File: src/hdl/azsc_pkg.sv
// ----------------------------------------------------------------------------
// azsc_pkg
// Types, codes and the AZERTY lookup table for the scancode decoder.
// ----------------------------------------------------------------------------
package azsc_pkg;

  typedef logic [7:0] scan_t;
  typedef logic [6:0] ascii_t;
  typedef logic [2:0] kind_t;

  localparam kind_t KIND_NONE  = 3'd0;
  localparam kind_t KIND_CHAR  = 3'd1;
  localparam kind_t KIND_INTR  = 3'd2;
  localparam kind_t KIND_CLEAR = 3'd3;
  localparam kind_t KIND_RAW   = 3'd4;

  localparam scan_t SC_ESC        = 8'h01;
  localparam scan_t SC_LSHIFT     = 8'h2A;
  localparam scan_t SC_RSHIFT     = 8'h36;
  localparam scan_t SC_LSHIFT_BRK = 8'hAA;
  localparam scan_t SC_RSHIFT_BRK = 8'hB6;
  localparam scan_t SC_CTRL       = 8'h1D;
  localparam scan_t SC_CTRL_BRK   = 8'h9D;
  localparam scan_t SC_ROW_FIRST  = 8'h02;
  localparam scan_t SC_ROW_LAST   = 8'h0B;
  localparam scan_t SC_ROW_ZERO   = 8'h0B;

  localparam ascii_t CH_NUL    = 7'h00;
  localparam ascii_t CH_LOW_A  = 7'h61;
  localparam ascii_t CH_LOW_Z  = 7'h7A;
  localparam ascii_t CH_LOW_C  = 7'h63;
  localparam ascii_t CH_LOW_L  = 7'h6C;
  localparam ascii_t CH_ZERO   = 7'h30;
  localparam ascii_t CH_ONE    = 7'h31;
  localparam ascii_t CASE_GAP  = 7'h20;

  typedef struct packed {
    kind_t  kind;
    ascii_t char_code;
    scan_t  raw_code;
  } result_t;

  typedef struct packed {
    logic shift_held;
    logic control_held;
  } flags_t;

  // AZERTY make-code table; zero means no entry
  function automatic ascii_t azerty_lookup(input logic [6:0] idx);
    ascii_t ch;
    ch = CH_NUL;
    case (idx)
      7'h02: ch = 7'h26; // &
      7'h03: ch = 7'h65; // e
      7'h04: ch = 7'h22; // "
      7'h05: ch = 7'h27; // '
      7'h06: ch = 7'h28; // (
      7'h07: ch = 7'h2D; // -
      7'h08: ch = 7'h65; // e
      7'h09: ch = 7'h5F; // _
      7'h0A: ch = 7'h63; // c
      7'h0B: ch = 7'h61; // a
      7'h0C: ch = 7'h29; // )
      7'h0D: ch = 7'h3D; // =
      7'h0E: ch = 7'h08; // backspace
      7'h0F: ch = 7'h09; // tab
      7'h10: ch = 7'h61; // a
      7'h11: ch = 7'h7A; // z
      7'h12: ch = 7'h65; // e
      7'h13: ch = 7'h72; // r
      7'h14: ch = 7'h74; // t
      7'h15: ch = 7'h79; // y
      7'h16: ch = 7'h75; // u
      7'h17: ch = 7'h69; // i
      7'h18: ch = 7'h6F; // o
      7'h19: ch = 7'h70; // p
      7'h1A: ch = 7'h5E; // ^
      7'h1B: ch = 7'h24; // $
      7'h1C: ch = 7'h0A; // newline
      7'h1E: ch = 7'h71; // q
      7'h1F: ch = 7'h73; // s
      7'h20: ch = 7'h64; // d
      7'h21: ch = 7'h66; // f
      7'h22: ch = 7'h67; // g
      7'h23: ch = 7'h68; // h
      7'h24: ch = 7'h6A; // j
      7'h25: ch = 7'h6B; // k
      7'h26: ch = 7'h6C; // l
      7'h27: ch = 7'h6D; // m
      7'h28: ch = 7'h75; // u
      7'h29: ch = 7'h2A; // *
      7'h2B: ch = 7'h3C; // <
      7'h2C: ch = 7'h77; // w
      7'h2D: ch = 7'h78; // x
      7'h2E: ch = 7'h63; // c
      7'h2F: ch = 7'h76; // v
      7'h30: ch = 7'h62; // b
      7'h31: ch = 7'h6E; // n
      7'h32: ch = 7'h2C; // ,
      7'h33: ch = 7'h3B; // ;
      7'h34: ch = 7'h3A; // :
      7'h35: ch = 7'h21; // !
      7'h39: ch = 7'h20; // space
      7'h56: ch = 7'h3E; // >
      default: ch = CH_NUL;
    endcase
    return ch;
  endfunction

endpackage

File: src/hdl/azsc_if.sv
// ----------------------------------------------------------------------------
// azsc_if
// Valid/ready channels for scancode requests and decoded results.
// ----------------------------------------------------------------------------
interface azsc_in_if;
  logic            valid;
  logic            ready;
  azsc_pkg::scan_t scan_code;

  modport source (output valid, output scan_code, input ready);
  modport sink   (input valid, input scan_code, output ready);
endinterface

interface azsc_out_if;
  logic             valid;
  logic             ready;
  azsc_pkg::kind_t  kind;
  azsc_pkg::ascii_t char_code;
  azsc_pkg::scan_t  raw_code;

  modport source (output valid, output kind, output char_code, output raw_code,
                  input ready);
  modport sink   (input valid, input kind, input char_code, input raw_code,
                  output ready);
endinterface

File: src/hdl/azerty_scancode_to_char_top.sv
// ----------------------------------------------------------------------------
// azerty_scancode_to_char_top
// Set-1 scancode to AZERTY character decoder with shift and control tracking.
// ----------------------------------------------------------------------------
// Each accepted scancode request yields exactly one result, in order. A
// request is captured in an input register, decoded against the shift and
// control flags by combinational logic and lands in the result register, so a new
// request is taken every clock while the result side keeps up; the result is
// presented from the result register and held there until it is taken.
// Modifier make/break codes, other breaks and Escape give kind "nothing";
// unmapped make codes echo the raw byte. Both flags clear on reset.
module azerty_scancode_to_char_top (
  input  logic       clk,
  input  logic       rst_n,
  azsc_in_if.sink    in_ch,
  azsc_out_if.source out_ch
);

  logic              s1_valid_r;
  logic              s1_valid_nxt;
  azsc_pkg::scan_t   s1_code_r;
  azsc_pkg::flags_t  flags_r;
  azsc_pkg::flags_t  flags_dec;
  azsc_pkg::result_t res_dec;
  logic              out_valid_r;
  logic              out_valid_nxt;
  azsc_pkg::result_t out_res_r;
  logic              out_free;
  logic              s1_go;
  logic              in_take;

  assign out_free     = !out_valid_r || out_ch.ready;
  assign s1_go        = s1_valid_r && out_free;
  assign in_ch.ready  = !s1_valid_r || s1_go;
  assign in_take      = in_ch.valid && in_ch.ready;
  assign s1_valid_nxt = in_take || (s1_valid_r && !s1_go);
  assign out_valid_nxt = s1_go || (out_valid_r && !out_ch.ready);

  azsc_decode u_decode (
    .code      (s1_code_r),
    .flags     (flags_r),
    .result    (res_dec),
    .flags_nxt (flags_dec)
  );

  always_ff @(posedge clk) begin
    if (!rst_n) begin
      s1_valid_r  <= 1'b0;
      out_valid_r <= 1'b0;
      flags_r     <= '0;
    end else begin
      s1_valid_r  <= s1_valid_nxt;
      out_valid_r <= out_valid_nxt;
      if (s1_go) begin
        flags_r <= flags_dec;
      end
    end
  end

  always_ff @(posedge clk) begin
    if (in_take) begin
      s1_code_r <= in_ch.scan_code;
    end
    if (s1_go) begin
      out_res_r <= res_dec;
    end
  end

  assign out_ch.valid     = out_valid_r;
  assign out_ch.kind      = out_res_r.kind;
  assign out_ch.char_code = out_res_r.char_code;
  assign out_ch.raw_code  = out_res_r.raw_code;

endmodule

File: src/hdl/azsc_decode.sv
// ----------------------------------------------------------------------------
// azsc_decode
// Combinational decode of one scancode against the current modifier flags.
// ----------------------------------------------------------------------------
module azsc_decode (
  input  azsc_pkg::scan_t   code,
  input  azsc_pkg::flags_t  flags,
  output azsc_pkg::result_t result,
  output azsc_pkg::flags_t  flags_nxt
);

  azsc_pkg::ascii_t ch;
  azsc_pkg::ascii_t ch_shift;
  logic             is_row;

  assign ch     = azsc_pkg::azerty_lookup(code[6:0]);
  assign is_row = (code >= azsc_pkg::SC_ROW_FIRST) && (code <= azsc_pkg::SC_ROW_LAST);

  always_comb begin
    ch_shift = ch;
    if ((ch >= azsc_pkg::CH_LOW_A) && (ch <= azsc_pkg::CH_LOW_Z)) begin
      ch_shift = ch - azsc_pkg::CASE_GAP;
    end
    if (is_row) begin
      if (code == azsc_pkg::SC_ROW_ZERO) begin
        ch_shift = azsc_pkg::CH_ZERO;
      end else begin
        ch_shift = azsc_pkg::CH_ONE + (code[6:0] - azsc_pkg::SC_ROW_FIRST[6:0]);
      end
    end
  end

  always_comb begin
    flags_nxt = flags;
    result    = '{kind: azsc_pkg::KIND_NONE, char_code: azsc_pkg::CH_NUL,
                  raw_code: '0};
    if ((code == azsc_pkg::SC_LSHIFT) || (code == azsc_pkg::SC_RSHIFT)) begin
      flags_nxt.shift_held = 1'b1;
    end else if ((code == azsc_pkg::SC_LSHIFT_BRK) ||
                 (code == azsc_pkg::SC_RSHIFT_BRK)) begin
      flags_nxt.shift_held = 1'b0;
    end else if (code == azsc_pkg::SC_CTRL) begin
      flags_nxt.control_held = 1'b1;
    end else if (code == azsc_pkg::SC_CTRL_BRK) begin
      flags_nxt.control_held = 1'b0;
    end else if (code[7] || (code == azsc_pkg::SC_ESC)) begin
      result.kind = azsc_pkg::KIND_NONE;
    end else if (ch == azsc_pkg::CH_NUL) begin
      result.kind     = azsc_pkg::KIND_RAW;
      result.raw_code = code;
    end else if (flags.control_held && (ch == azsc_pkg::CH_LOW_C)) begin
      result.kind = azsc_pkg::KIND_INTR;
    end else if (flags.control_held && (ch == azsc_pkg::CH_LOW_L)) begin
      result.kind = azsc_pkg::KIND_CLEAR;
    end else begin
      result.kind      = azsc_pkg::KIND_CHAR;
      result.char_code = flags.shift_held ? ch_shift : ch;
    end
  end

endmodule
File: src/flat_wrapper.sv
// flat-port wrapper written by rule: the top's interface ports become plain ports
module azerty_scancode_to_char_top_flat 
  (clk, rst_n, in_ch_valid, in_ch_scan_code, in_ch_ready, out_ch_valid, out_ch_kind, out_ch_char_code, out_ch_raw_code, out_ch_ready);
  azsc_in_if in_ch_i ();
  azsc_out_if out_ch_i ();
  input  logic clk;
  input  logic rst_n;
  input wire logic [$bits(in_ch_i.valid)-1:0] in_ch_valid;
  input wire logic [$bits(in_ch_i.scan_code)-1:0] in_ch_scan_code;
  output wire logic [$bits(in_ch_i.ready)-1:0] in_ch_ready;
  output wire logic [$bits(out_ch_i.valid)-1:0] out_ch_valid;
  output wire logic [$bits(out_ch_i.kind)-1:0] out_ch_kind;
  output wire logic [$bits(out_ch_i.char_code)-1:0] out_ch_char_code;
  output wire logic [$bits(out_ch_i.raw_code)-1:0] out_ch_raw_code;
  input wire logic [$bits(out_ch_i.ready)-1:0] out_ch_ready;
  assign in_ch_i.valid = in_ch_valid;
  assign in_ch_i.scan_code = in_ch_scan_code;
  assign in_ch_ready = in_ch_i.ready;
  assign out_ch_valid = out_ch_i.valid;
  assign out_ch_kind = out_ch_i.kind;
  assign out_ch_char_code = out_ch_i.char_code;
  assign out_ch_raw_code = out_ch_i.raw_code;
  assign out_ch_i.ready = out_ch_ready;
  azerty_scancode_to_char_top u_core (.clk(clk), .rst_n(rst_n), .in_ch(in_ch_i), .out_ch(out_ch_i));
endmodule
File: config.mk
export PLATFORM = sky130hd
export DESIGN_NAME = azerty_scancode_to_char_top_flat
export DESIGN_NICKNAME = d
export VERILOG_FILES = /design/src/hdl/azsc_pkg.sv /design/src/hdl/azsc_if.sv /design/src/hdl/azerty_scancode_to_char_top.sv /design/src/hdl/azsc_decode.sv /design/src/flat_wrapper.sv
export SDC_FILE = /design/constraint.sdc
export NUM_CORES = 1
export LEC_CHECK = 0
export BUFFER_PORTS_ARGS = -buffer_cell sky130_fd_sc_hd__clkbuf_2
export CORE_MARGIN = 2
export CORE_UTILIZATION = 60
export CTS_CLUSTER_DIAMETER = 50
export DETAILED_ROUTE_END_ITERATION = 8
export HOLD_SLACK_MARGIN = 0.15
export MAX_ROUTING_LAYER = met4
export PLACE_DENSITY = 0.81
export SKIP_CTS_REPAIR_TIMING = 1
export SYNTH_ARGS = -nofsm -noshare
export SYNTH_HDL_FRONTEND = slang
export SYNTH_SLANG_ARGS = --single-unit
File: constraint.sdc
create_clock -name clk -period 5.4 [get_ports clk]
set_input_delay 1.08 -clock clk [delete_from_list [all_inputs] [get_ports clk]]
set_output_delay 1.08 -clock clk [all_outputs]
set_load 0.01 [all_outputs]
==> flow_summary.json, run 1 <==
{
  "die_w_um": 71.4,
  "timing.critical_path.slowest_stage_cell": "o22ai_1",
  "slew_headroom": 0.349,
  "dieArea_um2": 5090,
  "postSynthRegisterBits": 37,
  "place.detailed.hpwl_um": 4560,
  "grt_first_pass_wirelength_um": 10700,
  "worst_setup_hold_path_clk_slew_ps": 70,
  "critical_path.max_fanout": 16,
  "finish.net_count": 352,
  "postPlaceCellArea_um2": 2880,
  "cp_common_cell": "inv_4",
  "fp.coreArea_um2": 4350,
  "hold_class": "flip-flop to flip-flop",
  "chipHeight_um": 71.4,
  "synth_area_leader_cell": "edfxtp_1",
  "routed_via_density": 6.63,
  "gpl.final_weighted_congestion": 0.969,
  "worstReg2RegStart": "u_core.s1_valid_r$_SDFF_PN0_",
  "synthesis.yosys.warnings": 0,
  "final_hold_viol_count": 0,
  "finClkSkew_ps": 10.5,
  "unique_cell_type_count_in_the_yosys_netlist": 57,
  "rsz0062_at_grt": "false",
  "crit_end_element": "flip-flop",
  "cts_root_buf": "clkbuf_8",
  "post_route_cells_drive_above_1_share": 0.143,
  "initial_cell_density_of_the_core": 0.625,
  "cts_tree": "yes",
  "dr.first_iter.drc_count": 296,
  "cp_num_buf_inv": 4,
  "core.rowCount": 24,
  "antenna_found_initial": 0,
  "antennaDiodeCount": 0,
  "tightest_slew_ps": 973,
  "timing.final.max_slew_violations": 0,
  "insertion_delay_of_the_later_clocked_pin_in_the_worst_skew_pair_ps": 280,
  "setup.worst_path.start_class": "input pin",
  "cts.htree.levels": 2,
  "drv_cap": 0,
  "synth-edff-count": 26,
  "critical_path_arrival_ps": 3840,
  "min_period_over_period": 0.680,
  "grt.busiest_layer": "met2",
  "worst-r2r-setup-slack_ps": 2260,
  "status": "finished, final reports clean",
  "finish.instance_area_um2": 3000,
  "grt_pass1_vias": 2245,
  "power_leakage_nw": 1.19,
  "track_usage": 0.271,
  "crit_type": "input pin to flip-flop",
  "hp-start": "u_core.s1_valid_r$_SDFF_PN0_",
  "cts_made_buffers": 5,
  "clock-sinks": 37,
  "critPathLaunch": "out_ch_ready",
  "synth_sequential_area_ratio": 0.368,
  "grt_use_met1": 0.347,
  "power.density_cell_area_nw_per_um2": 258,
  "finalSetupViolations": 0,
  "cell_count_after_synthesis": 303,
  "mappedNetlistNets": 328,
  "area_growth_syn_to_layout_pct": 10.3,
  "detailed_routing_iteration_count_for_the_pre_antenna_repair_pass": 5,
  "worstPathCellList": "clkbuf_2 -> and3b_4 -> inv_4 -> nand2_8 -> inv_4 -> o22ai_1 -> inv_1 -> ha_1 -> and2_1 -> a211o_1 -> a311o_1 -> o211a_1",
  "grt.overflow.total": 0,
  "cp_top_family": "compound AO/OA/AOI/OAI gates",
  "route.detailed.wl_per_inst_um": 16.8,
  "synthFlopType": "edfxtp_1",
  "worst_ep_required_time_ps": 5560,
  "min_period_ps": 3670,
  "ctsLongestPathBuffers": 2,
  "synthArstFlopShare": 0,
  "finalWirelength_um": 6390,
  "pin_count_of_the_biggest_net_entering_global_routing": 22,
  "cpPeakStageDelay_ps": 490,
  "antenna_violating_nets_post_route": 0,
  "avgSynthCellArea_um2": 8.99,
  "global_route_met2_usage": 0.438,
  "finalSetupTns_ps": 0,
  "global_route.usage.met3": 0.0450,
  "synthTopCellsByArea": "edfxtp_1 29%, dfxtp_1 8.1%, ha_1 6.0%",
  "ir_worst_vdd_mv": 0.110,
  "syn_area_um2": 2720,
  "drc": 0,
  "fmax_mhz": 272,
  "io_buffer_count": 31,
  "routed-via-count": 2518,
  "yosysTopAreaCellShare": 0.287,
  "ios": 32
}
[placed cells by master, fill, tap and decap left out, types with 4 or more instances in the layout]
master    instances
o21ai_0          12
a211oi_1          7
ha_1             13
nand3_1           7
edfxtp_1         26
and2_1           11
a31oi_1           5
nand3b_1          4
o211ai_1         11
clkbuf_8          6
a21oi_1          14
o211a_1           7
nand2_1          36
o22ai_1           4
inv_1            12
nand4b_1          6
clkbuf_2         31
nor2_1           18
nor3_1            8
mux2i_1           6
dfxtp_1          11
o31ai_1           4
nand2b_1         13
[cell type report]
type	count	area, µm²
fill	363	1350
clock buffer	6	82.6
sequential	37	1000
timing repair buffer	32	163
inverter	14	57.6
tap	52	65.1
clock inverter	2	37.5
multi-input combinational	237	1600
[sequential cells by signal (all words and copies together) (netlist names)]
register / cells
u_core.out_ch.char_code: 7
u_core.s1_code_r: 8
u_core.out_ch.valid: 1
u_core.out_ch.raw_code: 8
u_core.flags_r: 2
u_core.out_ch.kind: 3
u_core.s1_valid_r: 1
u_core.u_decode.ch: 7
[report_power, final]
| part | leakage (nW) | total (mW) | switching (mW) | internal [mW] |
|---|---|---|---|---|
| combinational | 0.799 | 0.181 | 0.109 | 0.0714 |
| clock | 0.0574 | 0.244 | 0.0935 | 0.150 |
| sequential | 0.335 | 0.351 | 0.0244 | 0.327 |
| total | 1.19 | 0.775 | 0.227 | 0.548 |
[metal layers]
layer  routed length, µm  vias up  share of wire
met5                   0        -              0
met4                 103        0          0.016
met3                 566       14          0.089
met2                3090      148           0.48
met1                2630     1160           0.41
li1                    -     1196              -
[synth_stat cells (3+ instances only)]
master,instances
nand2_1,36
edfxtp_1,26
nor2_1,18
a21oi_1,14
ha_1,13
nand2b_1,13
inv_1,12
o21ai_0,12
and2_1,11
clkbuf_1,11
dfxtp_1,11
o211ai_1,11
nor3_1,8
a211oi_1,7
nand3_1,7
o211a_1,7
mux2i_1,6
nand4b_1,6
a31oi_1,5
nand3b_1,4
o22ai_1,4
o31ai_1,4
a21boi_0,3
a311oi_1,3
nor4b_1,3
or4_1,3
xnor2_1,3
xor2_1,3
[metrics by stage]
stage | setup WS [ps] | hold slack, ps | util | cells | total power, mW
3_5_place_dp | 1510 | 543 | 0.662 | 372 | 0.531
6_report | 1730 | 553 | 0.690 | 380 | 0.775
4_1_cts | 1780 | 555 | 0.690 | 380 | 0.773
5_1_grt | 1550 | 616 | 0.690 | 380 | 0.816
2_1_floorplan | 2030 | 492 | - | 303 | 0.483
3_3_place_gp | 1590 | 537 | 0.662 | 372 | 0.529
[worst paths after layout]
check / depth (start not counted) / end
setup reg to reg: 11 / u_core.u_decode.ch[0]$_SDFF_PP0_
hold / removal: 2 / u_core.out_ch.valid$_SDFF_PN0_
hold reg to reg: 2 / u_core.out_ch.valid$_SDFF_PN0_
setup / recovery: 12 / u_core.u_decode.ch[0]$_SDFF_PP0_
[cells by family after synthesis]
family,share of synthesized area
flip-flops,0.368
buffers and inverters,0.0455
XOR/XNOR,0.0193
AND/OR/NAND/NOR,0.246
AO/OA/AOI/OAI,0.233
adder cells (fa/ha/maj),0.0597
other,0.00138
multiplexers,0.0276
[tightest hold or removal path, cell delays in order (launching register included)]
cell     delay [ps]
dfxtp_1         380
inv_1            70
a21oi_1          60
No activity file was read; power rests on OpenSTA's default activity.
==> run 2, diff against run 1 <==
CORE_UTILIZATION = 53   (was 60)
PLACE_DENSITY = 0.75   (was 0.81)
clock period = 3.2 ns   (was 5.4 ns; I/O delays follow)
==> run 2 against run 1 <==
Against the previous run: worst hold slack worse by 17 ps; wire length up 0.95%; sequential power up 69%; largest cell class unchanged; highest routed layer unchanged.
==> flow_summary.json, run 2 (synthesis results as in run 1) <==
{
  "status": "finished, final reports clean",
  "min_delay_path_depth": 1,
  "initial_cell_density_of_the_core": 0.540,
  "rr_endpoint": "u_core.u_decode.ch[1]$_DFF_P_",
  "die_w_um": 75.7,
  "power.share.clock": 0.252,
  "chipHeight_um": 75.7,
  "grt.overflow.total": 0,
  "antenna_found_initial": 0,
  "timing.final.max_slew_violations": 0,
  "worst_ep_required_time_ps": 3420,
  "power.density_cell_area_nw_per_um2": 399,
  "io_buffer_count": 31,
  "switching_share": 0.315,
  "slew_headroom": 0.379,
  "p_int_uw": 830,
  "min_period_ps": 2680,
  "dr.first_iter.drc_count": 210,
  "ir_worst_vdd_mv": 0.174,
  "switchingPower_uw": 382,
  "final_common_cell": "nand2_1",
  "insertion_delay_of_the_later_clocked_pin_in_the_worst_skew_pair_ps": 290,
  "ctsLongestPathBuffers": 2,
  "final.setup.worst_slack_ps": 518,
  "worst-r2r-setup-slack_ps": 610,
  "tightest_slew_ps": 927,
  "sequentialPowerShare": 0.490,
  "critical_path.max_fanout": 16,
  "dieArea_um2": 5730,
  "critical_path_arrival_ps": 2900,
  "detailed_routing_iteration_count_for_the_pre_antenna_repair_pass": 4,
  "worstReg2RegStart": "u_core.s1_valid_r$_SDFF_PN0_",
  "antenna_violating_nets_post_route": 0,
  "combinationalPowerShare": 0.258,
  "power.total_mw": 1.21,
  "post_route_cells_drive_above_1_share": 0.156,
  "finalSetupTns_ps": 0,
  "crit_type": "input pin to flip-flop",
  "hold_end": "u_core.s1_code_r[7]$_DFFE_PN_",
  "track_usage": 0.252,
  "cts_root_buf": "clkbuf_8",
  "hold_class": "input pin to flip-flop",
  "numPlacedInstances": 396,
  "fp.coreArea_um2": 5040,
  "cts_tree": "yes",
  "worst_setup_hold_path_clk_slew_ps": 70,
  "grt_pass1_vias": 2102,
  "grt_first_pass_wirelength_um": 10500,
  "rsz0062_at_grt": "false",
  "crit_end_element": "flip-flop",
  "area_growth_syn_to_layout_pct": 11.4,
  "worstRegToRegCells": 11,
  "stdcell_count": 404,
  "fmax_mhz": 373,
  "final_hold_viol_count": 0,
  "place.detailed.hpwl_um": 4740,
  "finalWirelength_um": 6460,
  "core.rowCount": 26,
  "routed_via_density": 6.09,
  "mostFrequentLayoutCells": "36 x nand2_1, 31 x clkbuf_2, 26 x edfxtp_1, 18 x nor2_1, 14 x a21oi_1",
  "power_leakage_nw": 1.21,
  "cts_made_buffers": 5,
  "finClkSkew_ps": 7.26,
  "pin_count_of_the_biggest_net_entering_global_routing": 22,
  "antennaDiodeCount": 0,
  "gpl.final_weighted_congestion": 0.940,
  "drc": 0,
  "preCtsSetupSlack_ps": 250,
  "clock-sinks": 37,
  "ios": 32,
  "drv_cap": 0,
  "setup.worst_path.start_class": "input pin",
  "finalSetupViolations": 0,
  "route.detailed.wl_per_inst_um": 16.0,
  "routed-via-count": 2460,
  "min_period_over_period": 0.838,
  "cts.htree.levels": 2,
  "finish.net_count": 358,
  "hp-start": "in_ch_scan_code[7]"
}
## run 2: cell count changes in the layout (fill, tap and decap cells not counted)
cell,previous run,this run
clkinv_2,0,2
clkbuf_1,0,1
bufinv_16,1,0
buf_4,1,7
clkinvlp_4,1,0
clkbuf_8,6,5
## run 2: layout make-up
class	count	area (µm²)
Fill cell	462	2010
Multi-Input combinational cell	237	1600
Sequential cell	37	1000
Timing Repair Buffer	38	208
Tap cell	70	87.6
Clock buffer	6	72.6
Inverter	14	57.6
Clock inverter	2	10.0
## run 2: power by group through the flow
stage               logic (mW)  clock network, mW  registers [mW]
finish                   0.313              0.305           0.593
global route             0.346              0.330           0.600
CTS                      0.308              0.313           0.592
detailed placement       0.306                  0           0.603
global placement         0.304                  0           0.601
floorplan                0.221                  0           0.594
## run 2: worst max-delay path by stage
stage / start / endpoint / slack (ps) / depth (start not counted)
global route: out_ch_ready / u_core.u_decode.ch[2]$_DFF_P_ / 390 / 13
global placement: out_ch_ready / u_core.u_decode.ch[2]$_DFF_P_ / 320 / 13
floorplan: out_ch_ready / u_core.u_decode.ch[0]$_SDFF_PP0_ / 270 / 11
detailed placement: out_ch_ready / u_core.u_decode.ch[2]$_DFF_P_ / 250 / 13
CTS: out_ch_ready / u_core.u_decode.ch[2]$_DFF_P_ / 550 / 13
finish: out_ch_ready / u_core.u_decode.ch[2]$_DFF_P_ / 520 / 13
## run 2: critical path, cell delays in order
cell and delay [ps]:
clkbuf_2 130, and3b_4 270, inv_4 120, nand2_8 70, inv_4 180, o22ai_1 120
inv_1 90, buf_4 150, ha_1 230, nand2_1 70, or4_4 470, a32o_1 230
a31oi_1 130
## run 2: metal layers
metal,vias up,share of wire,track usage
met5,-,0,-
met4,0,0.022,0.0955
met3,14,0.059,0.0463
met2,105,0.48,0.387
met1,1136,0.44,0.332
li1,1205,-,-
## run 2: stage by stage
step / hold slack (ps) / area (µm²) / utilization
finish: 536 / 3030 / 0.602
global route: 524 / 3030 / 0.602
CTS: 526 / 3030 / 0.602
detailed placement: 540 / 2950 / 0.585
global placement: 531 / 2950 / 0.585
floorplan: 492 / 2720 / -
